**src/design/fbfl_pkg.sv**
```systemverilog
`timescale 1ns / 1ps
// ----------------------------------------------------------------------------
// Fixed block free list allocator package
// Shared codes, configuration register layout and default sizes.
// ----------------------------------------------------------------------------
package fbfl_pkg;

  localparam int DEF_MAX_BLOCKS = 256;

  localparam int MODE_W      = 2;
  localparam int REQ_W       = 16;
  localparam int INDEX_W     = 8;
  localparam int STATUS_W    = 3;
  localparam int USED_W      = 21;
  localparam int SIZE_W      = 13;
  localparam int COUNT_W     = 9;
  localparam int CFG_DATA_W  = 13;
  localparam int CFG_INDEX_W = 2;

  // Item modes.
  localparam logic [MODE_W-1:0] MODE_ALLOC = 2'd0;
  localparam logic [MODE_W-1:0] MODE_FREE  = 2'd1;
  localparam logic [MODE_W-1:0] MODE_CLEAR = 2'd2;

  // Result status codes.
  localparam logic [STATUS_W-1:0] STAT_OK        = 3'd0;
  localparam logic [STATUS_W-1:0] STAT_EMPTY     = 3'd1;
  localparam logic [STATUS_W-1:0] STAT_SIZE_ERR  = 3'd2;
  localparam logic [STATUS_W-1:0] STAT_ALIGN_ERR = 3'd3;
  localparam logic [STATUS_W-1:0] STAT_RANGE_ERR = 3'd4;

  // Configuration register indexes.
  localparam logic [CFG_INDEX_W-1:0] REG_BLOCK_SIZE  = 2'd0;
  localparam logic [CFG_INDEX_W-1:0] REG_BLOCK_ALIGN = 2'd1;
  localparam logic [CFG_INDEX_W-1:0] REG_BLOCK_COUNT = 2'd2;

  // Reset values of the configuration registers.
  localparam logic [SIZE_W-1:0]  RST_BLOCK_SIZE  = 13'd64;
  localparam logic [SIZE_W-1:0]  RST_BLOCK_ALIGN = 13'd8;
  localparam logic [COUNT_W-1:0] RST_BLOCK_COUNT = 9'd256;

  typedef struct packed {
    logic [SIZE_W-1:0]  block_size;
    logic [SIZE_W-1:0]  block_align;
    logic [COUNT_W-1:0] block_count;
  } cfg_t;

endpackage

```
**src/design/fbfl_link_mem.sv**
```systemverilog
`timescale 1ns / 1ps
// ----------------------------------------------------------------------------
// Free list link memory
// Simple dual port synchronous RAM, one write and one registered read port.
// ----------------------------------------------------------------------------
module fbfl_link_mem #(
  parameter int DEPTH  = fbfl_pkg::DEF_MAX_BLOCKS,
  parameter int ADDR_W = $clog2(DEPTH),
  parameter int DATA_W = ADDR_W + 1
) (
  input  logic              clk,
  input  logic              rd_en,
  input  logic [ADDR_W-1:0] rd_addr,
  output logic [DATA_W-1:0] rd_data,
  input  logic              wr_en,
  input  logic [ADDR_W-1:0] wr_addr,
  input  logic [DATA_W-1:0] wr_data
);

  logic [DATA_W-1:0] mem [DEPTH];
  logic [DATA_W-1:0] rd_data_r;

  always_ff @(posedge clk) begin
    if (wr_en) begin
      mem[wr_addr] <= wr_data;
    end
  end

  always_ff @(posedge clk) begin
    if (rd_en) begin
      rd_data_r <= mem[rd_addr];
    end
  end

  assign rd_data = rd_data_r;

endmodule

```
**src/design/fbfl_ctrl.sv**
```systemverilog
`timescale 1ns / 1ps
// ----------------------------------------------------------------------------
// Free list controller
// Sequences allocate, free and clear against the link memory and holds the
// free list head, the used byte count and the result register.
// ----------------------------------------------------------------------------
module fbfl_ctrl #(
  parameter int MAX_BLOCKS = fbfl_pkg::DEF_MAX_BLOCKS,
  parameter int ADDR_W     = $clog2(MAX_BLOCKS),
  parameter int LINK_W     = ADDR_W + 1
) (
  input  logic                           clk,
  input  logic                           rst_n,
  input  fbfl_pkg::cfg_t                 cfg,
  input  logic                           in_valid,
  output logic                           in_ready,
  input  logic [fbfl_pkg::MODE_W-1:0]    in_mode,
  input  logic [fbfl_pkg::REQ_W-1:0]     in_req_size,
  input  logic [fbfl_pkg::REQ_W-1:0]     in_req_align,
  input  logic [fbfl_pkg::INDEX_W-1:0]   in_free_index,
  output logic                           out_valid,
  input  logic                           out_ready,
  output logic [fbfl_pkg::STATUS_W-1:0]  out_status,
  output logic [fbfl_pkg::INDEX_W-1:0]   out_granted_index,
  output logic [fbfl_pkg::USED_W-1:0]    out_used_bytes,
  output logic                           mem_rd_en,
  output logic [ADDR_W-1:0]              mem_rd_addr,
  input  logic [LINK_W-1:0]              mem_rd_data,
  output logic                           mem_wr_en,
  output logic [ADDR_W-1:0]              mem_wr_addr,
  output logic [LINK_W-1:0]              mem_wr_data
);

  localparam int CMP_W = (LINK_W > fbfl_pkg::COUNT_W) ? LINK_W : fbfl_pkg::COUNT_W;
  localparam logic [LINK_W-1:0] LINK_EMPTY = LINK_W'(MAX_BLOCKS);

  localparam logic [2:0] ST_INIT  = 3'd0;
  localparam logic [2:0] ST_IDLE  = 3'd1;
  localparam logic [2:0] ST_EXEC  = 3'd2;
  localparam logic [2:0] ST_CLEAR = 3'd3;
  localparam logic [2:0] ST_DONE  = 3'd4;

  logic [2:0]                        state_r, state_nxt;
  logic [LINK_W-1:0]                 head_r, head_nxt;
  logic [fbfl_pkg::USED_W-1:0]       used_r, used_nxt;
  logic [ADDR_W-1:0]                 cnt_r, cnt_nxt;
  logic [ADDR_W-1:0]                 last_r, last_nxt;

  logic [fbfl_pkg::MODE_W-1:0]       mode_r;
  logic [fbfl_pkg::REQ_W-1:0]        size_r;
  logic [fbfl_pkg::REQ_W-1:0]        align_r;
  logic [fbfl_pkg::INDEX_W-1:0]      fidx_r;

  logic                              out_valid_r, out_valid_nxt;
  logic [fbfl_pkg::STATUS_W-1:0]     out_status_r, out_status_nxt;
  logic [fbfl_pkg::INDEX_W-1:0]      out_index_r, out_index_nxt;
  logic [fbfl_pkg::USED_W-1:0]       out_used_r, out_used_nxt;

  logic                              accept;
  logic                              slot_free;
  logic                              emit;
  logic                              head_empty;
  logic                              size_bad;
  logic                              align_bad;
  logic                              exec_err;
  logic [CMP_W-1:0]                  eff_count;
  logic [CMP_W-1:0]                  count_ext;
  logic                              sweeping;
  logic                              sweep_end;
  logic [fbfl_pkg::USED_W-1:0]       bsize_ext;

  assign accept     = in_valid && in_ready;
  assign in_ready   = (state_r == ST_IDLE);
  assign slot_free  = !out_valid_r || out_ready;
  assign head_empty = (head_r >= LINK_EMPTY);
  assign size_bad   = (size_r != fbfl_pkg::REQ_W'(cfg.block_size));
  assign align_bad  = (align_r != fbfl_pkg::REQ_W'(cfg.block_align));
  assign count_ext  = CMP_W'(cfg.block_count);
  assign eff_count  = (count_ext > CMP_W'(MAX_BLOCKS)) ? CMP_W'(MAX_BLOCKS) : count_ext;
  assign sweeping   = (state_r == ST_INIT) || (state_r == ST_CLEAR);
  assign sweep_end  = (cnt_r == last_r);
  assign bsize_ext  = fbfl_pkg::USED_W'(cfg.block_size);

  // Head entry is read on the accept edge; its link is ready in EXEC.
  assign mem_rd_en   = accept && !head_empty;
  assign mem_rd_addr = ADDR_W'(head_r);

  always_comb begin
    state_nxt      = state_r;
    head_nxt       = head_r;
    used_nxt       = used_r;
    cnt_nxt        = cnt_r;
    last_nxt       = last_r;
    emit           = 1'b0;
    exec_err       = 1'b0;
    out_status_nxt = fbfl_pkg::STAT_OK;
    out_index_nxt  = '0;
    mem_wr_en      = 1'b0;
    mem_wr_addr    = cnt_r;
    mem_wr_data    = sweep_end ? LINK_EMPTY : (LINK_W'(cnt_r) + LINK_W'(1));

    case (state_r)
      ST_INIT, ST_CLEAR: begin
        mem_wr_en = 1'b1;
        cnt_nxt   = cnt_r + ADDR_W'(1);
        if (sweep_end) begin
          state_nxt = (state_r == ST_INIT) ? ST_IDLE : ST_DONE;
        end
      end
      ST_IDLE: begin
        if (accept) begin
          state_nxt = ST_EXEC;
        end
      end
      ST_EXEC: begin
        if (slot_free) begin
          state_nxt = ST_IDLE;
          emit      = 1'b1;
          case (mode_r)
            fbfl_pkg::MODE_ALLOC: begin
              if (head_empty) begin
                out_status_nxt = fbfl_pkg::STAT_EMPTY;
                exec_err       = 1'b1;
              end else if (size_bad) begin
                out_status_nxt = fbfl_pkg::STAT_SIZE_ERR;
                exec_err       = 1'b1;
              end else if (align_bad) begin
                out_status_nxt = fbfl_pkg::STAT_ALIGN_ERR;
                exec_err       = 1'b1;
              end else begin
                out_index_nxt = fbfl_pkg::INDEX_W'(head_r);
                head_nxt      = mem_rd_data;
                used_nxt      = used_r + bsize_ext;
              end
            end
            fbfl_pkg::MODE_FREE: begin
              if (size_bad) begin
                out_status_nxt = fbfl_pkg::STAT_SIZE_ERR;
                exec_err       = 1'b1;
              end else if (align_bad) begin
                out_status_nxt = fbfl_pkg::STAT_ALIGN_ERR;
                exec_err       = 1'b1;
              end else if (CMP_W'(fidx_r) >= eff_count) begin
                out_status_nxt = fbfl_pkg::STAT_RANGE_ERR;
                exec_err       = 1'b1;
              end else begin
                mem_wr_en   = 1'b1;
                mem_wr_addr = ADDR_W'(fidx_r);
                mem_wr_data = head_r;
                head_nxt    = LINK_W'(fidx_r);
                used_nxt    = used_r - bsize_ext;
              end
            end
            fbfl_pkg::MODE_CLEAR: begin
              used_nxt = '0;
              if (eff_count == '0) begin
                head_nxt = LINK_EMPTY;
              end else begin
                emit      = 1'b0;
                head_nxt  = '0;
                cnt_nxt   = '0;
                last_nxt  = ADDR_W'(eff_count - CMP_W'(1));
                state_nxt = ST_CLEAR;
              end
            end
            default: begin
            end
          endcase
        end
      end
      ST_DONE: begin
        if (slot_free) begin
          emit      = 1'b1;
          state_nxt = ST_IDLE;
        end
      end
      default: begin
        state_nxt = ST_IDLE;
      end
    endcase

    out_used_nxt = used_nxt;

    if (emit) begin
      out_valid_nxt = 1'b1;
    end else if (out_ready) begin
      out_valid_nxt = 1'b0;
    end else begin
      out_valid_nxt = out_valid_r;
    end
  end

  always_ff @(posedge clk) begin
    if (!rst_n) begin
      state_r     <= ST_INIT;
      head_r      <= '0;
      used_r      <= '0;
      cnt_r       <= '0;
      last_r      <= ADDR_W'(MAX_BLOCKS - 1);
      out_valid_r <= 1'b0;
    end else begin
      state_r     <= state_nxt;
      head_r      <= head_nxt;
      used_r      <= used_nxt;
      cnt_r       <= cnt_nxt;
      last_r      <= last_nxt;
      out_valid_r <= out_valid_nxt;
    end
  end

  always_ff @(posedge clk) begin
    if (accept) begin
      mode_r  <= in_mode;
      size_r  <= in_req_size;
      align_r <= in_req_align;
      fidx_r  <= in_free_index;
    end
    if (emit) begin
      out_status_r <= out_status_nxt;
      out_index_r  <= out_index_nxt;
      out_used_r   <= out_used_nxt;
    end
  end

  assign out_valid         = out_valid_r;
  assign out_status        = out_status_r;
  assign out_granted_index = out_index_r;
  assign out_used_bytes    = out_used_r;

  // The link memory is never read and written in the same cycle.
  a_no_rw_overlap: assert property (@(posedge clk) disable iff (!rst_n)
    !(mem_rd_en && mem_wr_en))
    else $error("link memory read and write overlap");

  // A refused request leaves the free list and the byte count alone.
  a_err_keeps_state: assert property (@(posedge clk) disable iff (!rst_n)
    (state_r == ST_EXEC && slot_free && exec_err) |=> ($stable(head_r) && $stable(used_r)))
    else $error("refused request changed allocator state");

  // No item is taken while the link chain is being rebuilt.
  a_no_accept_sweep: assert property (@(posedge clk) disable iff (!rst_n)
    sweeping |-> !accept)
    else $error("item accepted during chain rebuild");

  // A clear that rebuilt the chain reports zero used bytes and leaves the head at block zero.
  a_clear_result: assert property (@(posedge clk) disable iff (!rst_n)
    (state_r == ST_DONE && slot_free) |=> (out_valid && out_used_bytes == '0 && head_r == '0))
    else $error("clear result or head is wrong");

endmodule

```
**src/design/fixed_block_free_list_allocator.sv**
```systemverilog
`timescale 1ns / 1ps
// ----------------------------------------------------------------------------
// Fixed block free list allocator
// Pool of equal-sized blocks kept as a linked free list in a link memory.
// ----------------------------------------------------------------------------
// Allocate and free: the head link is read as the item is taken; once the
// result slot is free the result is registered and, on success, the list
// updated. Only then is the next item taken. Clear: one link is written per
// cycle over the effective block count, then the result. After reset the
// chain of MAX_BLOCKS links is built with in_ready low, taking config writes.
// ----------------------------------------------------------------------------
module fixed_block_free_list_allocator #(
  parameter int MAX_BLOCKS = fbfl_pkg::DEF_MAX_BLOCKS
) (
  input  logic                              clk,
  input  logic                              rst_n,
  // Configuration write port.
  input  logic                              cfg_we,
  input  logic [fbfl_pkg::CFG_INDEX_W-1:0]  cfg_index,
  input  logic [fbfl_pkg::CFG_DATA_W-1:0]   cfg_wdata,
  // Request channel.
  input  logic                              in_valid,
  output logic                              in_ready,
  input  logic [fbfl_pkg::MODE_W-1:0]       in_mode,
  input  logic [fbfl_pkg::REQ_W-1:0]        in_req_size,
  input  logic [fbfl_pkg::REQ_W-1:0]        in_req_align,
  input  logic [fbfl_pkg::INDEX_W-1:0]      in_free_index,
  // Result channel.
  output logic                              out_valid,
  input  logic                              out_ready,
  output logic [fbfl_pkg::STATUS_W-1:0]     out_status,
  output logic [fbfl_pkg::INDEX_W-1:0]      out_granted_index,
  output logic [fbfl_pkg::USED_W-1:0]       out_used_bytes
);

  // The link memory holds one entry per block. Each link is one bit wider
  // than a block index so that the code MAX_BLOCKS can mark the list end.
  localparam int ADDR_W = $clog2(MAX_BLOCKS);
  localparam int LINK_W = ADDR_W + 1;

  fbfl_pkg::cfg_t cfg_r, cfg_nxt;

  logic              mem_rd_en;
  logic [ADDR_W-1:0] mem_rd_addr;
  logic [LINK_W-1:0] mem_rd_data;
  logic              mem_wr_en;
  logic [ADDR_W-1:0] mem_wr_addr;
  logic [LINK_W-1:0] mem_wr_data;

  // Configuration registers. Writing the block count does not rebuild the
  // list; only a clear item does. Unused indexes are ignored.
  always_comb begin
    cfg_nxt = cfg_r;
    if (cfg_we) begin
      case (cfg_index)
        fbfl_pkg::REG_BLOCK_SIZE:  cfg_nxt.block_size  = cfg_wdata;
        fbfl_pkg::REG_BLOCK_ALIGN: cfg_nxt.block_align = cfg_wdata;
        fbfl_pkg::REG_BLOCK_COUNT: cfg_nxt.block_count = cfg_wdata[fbfl_pkg::COUNT_W-1:0];
        default: begin
        end
      endcase
    end
  end

  always_ff @(posedge clk) begin
    if (!rst_n) begin
      cfg_r.block_size  <= fbfl_pkg::RST_BLOCK_SIZE;
      cfg_r.block_align <= fbfl_pkg::RST_BLOCK_ALIGN;
      cfg_r.block_count <= fbfl_pkg::RST_BLOCK_COUNT;
    end else begin
      cfg_r <= cfg_nxt;
    end
  end

  // The controller owns the head pointer, the used byte count and the
  // result register, so a finished result can wait while the next item
  // is taken. It drives the memory for the head read, the link push on
  // free, and the one-link-per-cycle rebuild on reset and clear.
  fbfl_ctrl #(
    .MAX_BLOCKS (MAX_BLOCKS),
    .ADDR_W     (ADDR_W),
    .LINK_W     (LINK_W)
  ) u_ctrl (
    .clk               (clk),
    .rst_n             (rst_n),
    .cfg               (cfg_r),
    .in_valid          (in_valid),
    .in_ready          (in_ready),
    .in_mode           (in_mode),
    .in_req_size       (in_req_size),
    .in_req_align      (in_req_align),
    .in_free_index     (in_free_index),
    .out_valid         (out_valid),
    .out_ready         (out_ready),
    .out_status        (out_status),
    .out_granted_index (out_granted_index),
    .out_used_bytes    (out_used_bytes),
    .mem_rd_en         (mem_rd_en),
    .mem_rd_addr       (mem_rd_addr),
    .mem_rd_data       (mem_rd_data),
    .mem_wr_en         (mem_wr_en),
    .mem_wr_addr       (mem_wr_addr),
    .mem_wr_data       (mem_wr_data)
  );

  // Link memory: the free list itself, one next pointer per block.
  fbfl_link_mem #(
    .DEPTH  (MAX_BLOCKS),
    .ADDR_W (ADDR_W),
    .DATA_W (LINK_W)
  ) u_link_mem (
    .clk     (clk),
    .rd_en   (mem_rd_en),
    .rd_addr (mem_rd_addr),
    .rd_data (mem_rd_data),
    .wr_en   (mem_wr_en),
    .wr_addr (mem_wr_addr),
    .wr_data (mem_wr_data)
  );

endmodule

```
**config.mk**
```make
export PLATFORM = sky130hd
export DESIGN_NAME = fixed_block_free_list_allocator
export DESIGN_NICKNAME = d
export VERILOG_FILES = /design/src/design/fbfl_pkg.sv /design/src/design/fbfl_link_mem.sv /design/src/design/fbfl_ctrl.sv /design/src/design/fixed_block_free_list_allocator.sv
export SDC_FILE = /design/constraint.sdc
export NUM_CORES = 2
export LEC_CHECK = 0
export BUFFER_PORTS_ARGS = -buffer_cell sky130_fd_sc_hd__buf_4
export CAP_MARGIN = 10
export CORE_MARGIN = 1.5
export CORE_UTILIZATION = 55
export CTS_CLUSTER_SIZE = 28
export DETAILED_ROUTE_END_ITERATION = 10
export PLACE_DENSITY = 0.71
export REMOVE_ABC_BUFFERS = 1
export SKIP_LAST_GASP = 1
export SYNTH_ARGS = -nofsm -noshare
export SYNTH_HDL_FRONTEND = slang
export SYNTH_HIERARCHICAL = 1
export SYNTH_SLANG_ARGS = --single-unit
```
**constraint.sdc**
```tcl
create_clock -name clk -period 21.9 [get_ports clk]
set_input_delay 3.285 -clock clk [delete_from_list [all_inputs] [get_ports clk]]
set_output_delay 3.285 -clock clk [all_outputs]
set_load 0.01 [all_outputs]
```
; Yosys cells after proc, flatten, opt, wreduce, memory -nomap -nowiden
; Memories as Yosys holds them, arrays and structs flattened. A register that Yosys moved wholly into a read port is not among the register bits.
; Index checks and enable logic that the tools add are counted.
[op_classes]
addsub = 5
n_lt_le_gt_ge = 3
eq_ne = 23
n_mux = 65
bitwise = 4
n_reduce_logical = 22
[op_table]
columns = cell, n
row1 = $mux 21, 8
row2 = $mux 9, 15
row3 = $mux 8, 9
row4 = $pmux 21 s3, 1
row5 = $mux 3, 11
row6 = $ne 16x13->1, 2
row7 = $pmux 9 s3, 1
row8 = $add 21x13->21, 1
row9 = $sub 21x13->21, 1
row10 = $ne 2x2->1 const B, 8
row11 = $pmux 8 s2, 1
row12 = $mux 1, 13
row13 = $pmux 3 s4, 1
row14 = $reduce_and 4->1, 3
row15 = $add 8x1->9 const B, 1
row16 = $ge 8x9->1, 1
row17 = $ge 9x9->1 const B, 1
row18 = $gt 9x9->1 const B, 1
row19 = $logic_not 9->1, 1
row20 = $reduce_and 9->1, 1
row21 = $add 8x1->8 const B, 1
row22 = $eq 8x8->1, 1
row23 = $ne 2x1->1 const B, 4
row24 = $reduce_and 2->1, 4
row25 = 19 further kinds, 31
[word_totals]
ff_bits = 159
mem_bits_rw = 2304
in_bits = 62
elab_cells = 139
memories = 1
[memory_table]
columns = name, depth, width, read_ports, rd_clocked_by_memory_dff, wr, line
row1 = u_link_mem.mem, 256, 9, 1, 1, 1, fbfl_link_mem.sv:20  ; logic [DATA_W-1:0] mem [DEPTH];

; Depth between registers and ports, before layout
[logic_depth]
ltp_word = 11
mapped_depth = 15

; Hierarchy
; Netlist, hierarchy kept.
[by_module_without_submodules]
columns = mod, instances, cells_each, area_per_inst_um2, seq_area_each_um2
row1 = fbfl_link_mem, 1, 4237, 89368.2, 69456.6
row2 = fbfl_ctrl, 1, 795, 7828.8, 3223.1
row3 = fixed_block_free_list_allocator, 1, 131, 1338.8, 700.7

; Worst setup path after synthesis
; OpenSTA, ideal clock, no wires.
[synth_path]
path_type = input to register
startpoint = input port out_ready
endpoint = memory u_link_mem/mem[0][2] in the netlist's numbering, data pin
setup_time_ps = 2236
arrival_ps = 14300
required_ps = 19664
path_slack_ps = 5364
cell_stages = 5
path_buffers = 1
path_cell_list = nand2b_1 nand2_1 nor2_2 buf_2 o31ai_1
[synth_via]
elab_chain_cells = 3
[synth_lines]
columns = item, line
row1 = start: declaration, fixed_block_free_list_allocator.sv:30  ; input logic out_ready,
row2 = $logic_or 1x1->1, fbfl_ctrl.sv:74  ; assign slot_free = !out_valid_r || out_ready;
row3 = $mux 9, fbfl_ctrl.sv:116  ; if (slot_free) begin
row4 = $mux 9, fbfl_ctrl.sv:102  ; case (state_r)
row5 = via mem_wr_data[2], fixed_block_free_list_allocator.sv:48  ; logic [LINK_W-1:0] mem_wr_data;
row6 = end: declaration, fbfl_link_mem.sv:20
; The timed path passes the listed nets, and every way through them passes these cells.

; Worst setup path after layout
[layout_path]
startpoint = input port out_ready
endpoint = memory u_link_mem/mem[114][4] in the netlist's numbering (enable)
[layout_via]
word_cells_on_any_way = 7
classes_between = mux (6) / reduce/logical (1)
[layout_lines]
columns = item, line
row1 = $logic_or 1x1->1, fbfl_ctrl.sv:74
row2 = $mux 8, fbfl_ctrl.sv:116
row3 = $mux 8, fbfl_ctrl.sv:102
row4 = via mem_wr_addr[0], fixed_block_free_list_allocator.sv:47  ; logic [ADDR_W-1:0] mem_wr_addr;
; The timed path passes the listed nets, and every way through them passes these cells.

==> key figures <==
Yosys
  – Largest area contributor in the netlist: sky130_fd_sc_hd__edfxtp_1
  – Number of register bits inferred by synthesis: 2472
  – Largest cells by area after synthesis: sky130_fd_sc_hd__edfxtp_1 73%, sky130_fd_sc_hd__mux4_2 11%, sky130_fd_sc_hd__mux2i_1 2.2%, sky130_fd_sc_hd__dfxtp_1 1.7%, sky130_fd_sc_hd__nor2_1 1.4%
  – Area share of the largest cell type after synthesis: 72.7%
  – Share of synthesized area occupied by flip-flops and latches: 74.5%
  – Avg Synthesized Cell Area: 19.1 um2
  – Post-synthesis instance area: 98500 um2
  – Number of unique standard cell types used by synthesis: 105
  – Post-synthesis cell count: 5163
  – Yosys synthesis warning count: 6
  – Share of synthesized flip-flops with an asynchronous set or reset: 0%
  – Predominant post-synthesis flop cell: sky130_fd_sc_hd__edfxtp_1
  – EDFF count, synth: 2387

Pwr
  – P_sw: 2.54 mW
  – Leakage Power: 33.8 nW
  – Register share of total power: 52.3%
  – Fraction of power spent switching nets: 24.2%
  – Overall Power: 10.5 mW
  – Peak supply drop: 0.000213 V
  – Part of the total power dissipated in the clock network: 38.3%
  – Combinational cell fraction of total power: 9.4%
  – P per Cell Area: 96.2 nW/um2
  – Internal Dissipation: 7.94 mW

Placement
  – Worst-case setup slack after placement: 13.81 ns
  – HPWL after DPL: 151000 um
  – Placed cell count: 7381
  – Final RePlAce weighted congestion: 0.898
  – Cell Area, Placed: 101000 um2
  – Port Buffers: 95

Clock tree
  – Number of hold-repair buffers added at the cts stage: 0
  – Clock Sink Count: 2472
  – Clock tree from TritonCTS: done
  – Max clock buf depth: 3
  – Clock transition at the registers of the reported paths: 0.06 ns
  – Number of buffers inserted to repair setup after CTS: 0
  – Number of gates resized after cts: 0
  – Root buf cell: sky130_fd_sc_hd__clkbuf_16
  – Inserted Clock Buffers: 228
  – Worst-Skew Late Latency: 0.87 ns
  – H-tree depth: 4

Timing
  – Maximum clock skew at final layout: 0.0382 ns
  – Setup-failing EPs final: 0
  – Minimum clock period: 7.32 ns
  – Unrepaired setup endpoints after global routing: false
  – Period Utilization, post-route: 33.4%
  – Slew at the pin closest to its max-slew limit: 1.31 ns
  – Number of pins with negative max-slew slack in the final report: 0
  – Setup Total Neg Slack: 0 ns
  – Slew HR: 12.6%
  – Post-route worst setup slack: 14.58 ns
  – Fmax achieved: 137 MHz
  – Final hold violations: 0

Global route
  – Routing layer with the top usage in global route: met2
  – Met2 track utilization from global routing: 40.5%
  – Antenna violations before repair: 9
  – Aggregate global routing overflow: 0
  – Maximum number of pins on one net before global-route repair: 201
  – Total global routing track utilization: 27.6%
  – Global routing met3 resource utilization: 7.65%
  – Vias in the first global route: 50298
  – Global routing met1 resource utilization: 40.3%
  – Wire length of the first global-routing pass: 360000 um

Min path
  – Hold-critical path depth: 2
  – Hold path startpoint: cfg_r[20]
  – HP Class: reg -> reg
  – End point of the worst hold path: cfg_r[20]

Worst setup path
  – Cell depth of the worst flop-to-flop path: 14
  – Startpoint of the lowest-slack register-to-register path: cfg_r[8]
  – Buf/Inv on CP: 3
  – Crit path capture type: flip-flop
  – Maximum single-stage delay on the critical path: 1.08 ns
  – Worst path required time: 22.38 ns
  – Cell family with most CP delay: simple AND/OR/NAND/NOR gates
  – Crit path kind: in -> reg
  – Highest-delay cell along the critical path: sky130_fd_sc_hd__nand3_1
  – Critical path's most frequent cell: sky130_fd_sc_hd__buf_4
  – Critical-path maximum fanout: 26
  – Startpoint Class: primary input
  – Slack of the worst reg-to-reg path: 15.09 ns
  – Signal arrival time at the worst endpoint: 7.80 ns
  – Critical register-to-register path endpoint: u_link_mem/mem[114][4]
  – Crit-path cells: buf_4 > nand2b_1 > nand2_1 > nor2_4 > buf_4 > mux2_2 > nor2b_1 > nand3_1 > buf_4 > nor2_1

Routing
  – Overall via count from detail_route: 52259
  – Number of DRC markers in iteration 0: 8461
  – Wirelength per Cell: 32.1 um
  – Residual DRC: 0
  – Antenna Violating Nets Remaining: 0
  – WL final: 251000 um
  – Vias per cell: 6.69
  – DR pass1 iterations: 5

Floorplanning
  – Width of the die: 426 um
  – Row cnt: 155
  – Area of the core region: 178000 um2
  – Die ar.: 182000 um2
  – Initial core utilization: 55.3%
  – Die Height: 426 um
  – Total I/O pin count: 96

Outcome
  – Run status: finished, final reports clean

Cells and area
  – Share of layout cells above drive strength 1: 20.4%
  – Final Cell Area: 109000 um2
  – Most common library cell in the layout ignoring fill and taps: sky130_fd_sc_hd__edfxtp_1
  – Post-layout nets: 5361
  – Layout overhead on the synthesized area: 10.6%
  – Commonest non-fill, non-tap cells in the layout: 2387 x sky130_fd_sc_hd__edfxtp_1, 467 x sky130_fd_sc_hd__mux4_2, 375 x sky130_fd_sc_hd__nor2_1, 230 x sky130_fd_sc_hd__clkbuf_16, 219 x sky130_fd_sc_hd__mux2i_1
  – Cell Count, Final, Fillers Out: 7808

Flow run
  – Max-capacitance violation count: 0
==> kinds of logic (layout without fill, tap and decap cells) <==
group	Yosys count	count (layout)	synth area share (%)
adder cells (fa/ha/maj)	43	43	0.561
AO/OA/AOI/OAI	675	675	4.80
buffers and inverters	361	647	2.06
XOR/XNOR	54	54	0.488
other	0	4	0
AND/OR/NAND/NOR	829	829	4.09
multiplexers	729	729	13.5
flip-flops	2472	2472	74.5
==> how the worst max path moves through the flow <==
stage	start	to	cells past startpoint
2_1_floorplan	u_ctrl/head_r[0]	u_link_mem/mem[0][0]	2
3_3_place_gp	out_ready	u_link_mem/mem[62][2]	10
3_5_place_dp	out_ready	u_link_mem/mem[113][0]	10
4_1_cts	out_ready	u_link_mem/mem[113][8]	10
5_1_grt	out_ready	u_link_mem/mem[30][0]	10
6_report	out_ready	u_link_mem/mem[114][4]	10
==> area by class of cell <==
cell class / count / area (um2)
Sequential cell: 2472 / 73400
Fill cell: 12110 / 69200
Multi-Input combinational cell: 2330 / 23300
Clock buffer: 263 / 5930
Tap cell: 2355 / 2950
Clock inverter: 160 / 1720
Timing Repair Buffer: 181 / 1510
Inverter: 43 / 161
Antenna cell: 4 / 10.0
==> power by group through the flow <==
stage          registers, mW  logic [mW]  clock network [mW]
6_report                5.48       0.985                4.02
2_1_floorplan           5.75       0.678                   0
3_5_place_dp            5.58       0.969                   0
3_3_place_gp            5.57       0.956                   0
5_1_grt                 5.48        1.02                4.24
4_1_cts                 5.48       0.971                4.06
==> sequential cells by signal, summed over array words and instances (netlist names), 9 cells and up <==
signal,count
u_link_mem/mem,2304
cfg_r,35
u_ctrl/out_used_bytes,21
u_ctrl/used_r,21
u_ctrl/align_r,16
u_ctrl/size_r,16
u_ctrl/head_r,9
u_link_mem/rd_data,9
==> routing by layer <==
metal	share of wire, %	vias up
li1	-	21322
met1	39	26956
met2	45	3517
met3	13	458
met4	3.5	6
met5	0.020	-
==> through the flow <==
| step | util (%) | hold slack (ns) |
|---|---|---|
| 4_1_cts | 61.1 | 0.480 |
| 6_report | 61.1 | 0.473 |
| 3_5_place_dp | 56.9 | 0.467 |
| 2_1_floorplan | - | 0.443 |
| 3_3_place_gp | 56.9 | 0.459 |
| 5_1_grt | 61.1 | 0.500 |
==> synthesized netlist by cell type (all sizes together), types with 38 or more instances <==
cell type	n
nor2	378
a21oi	139
clkbuf	145
mux4	476
inv	41
nand2	134
mux2i	219
nor2b	40
ha	41
buf	173
nor4	39
a22oi	177
o221ai	40
nor3	38
edfxtp	2387
o22ai	68
dfxtp	85
nand3	46
o21ai	68
==> worst min-delay path: cells and delay by family (launching register included) <==
family | cells | cell delay (ns)
simple gates | 1 | 0.05
flops | 1 | 0.32
mux | 1 | 0.05
Power figures use the tool's default switching activity.
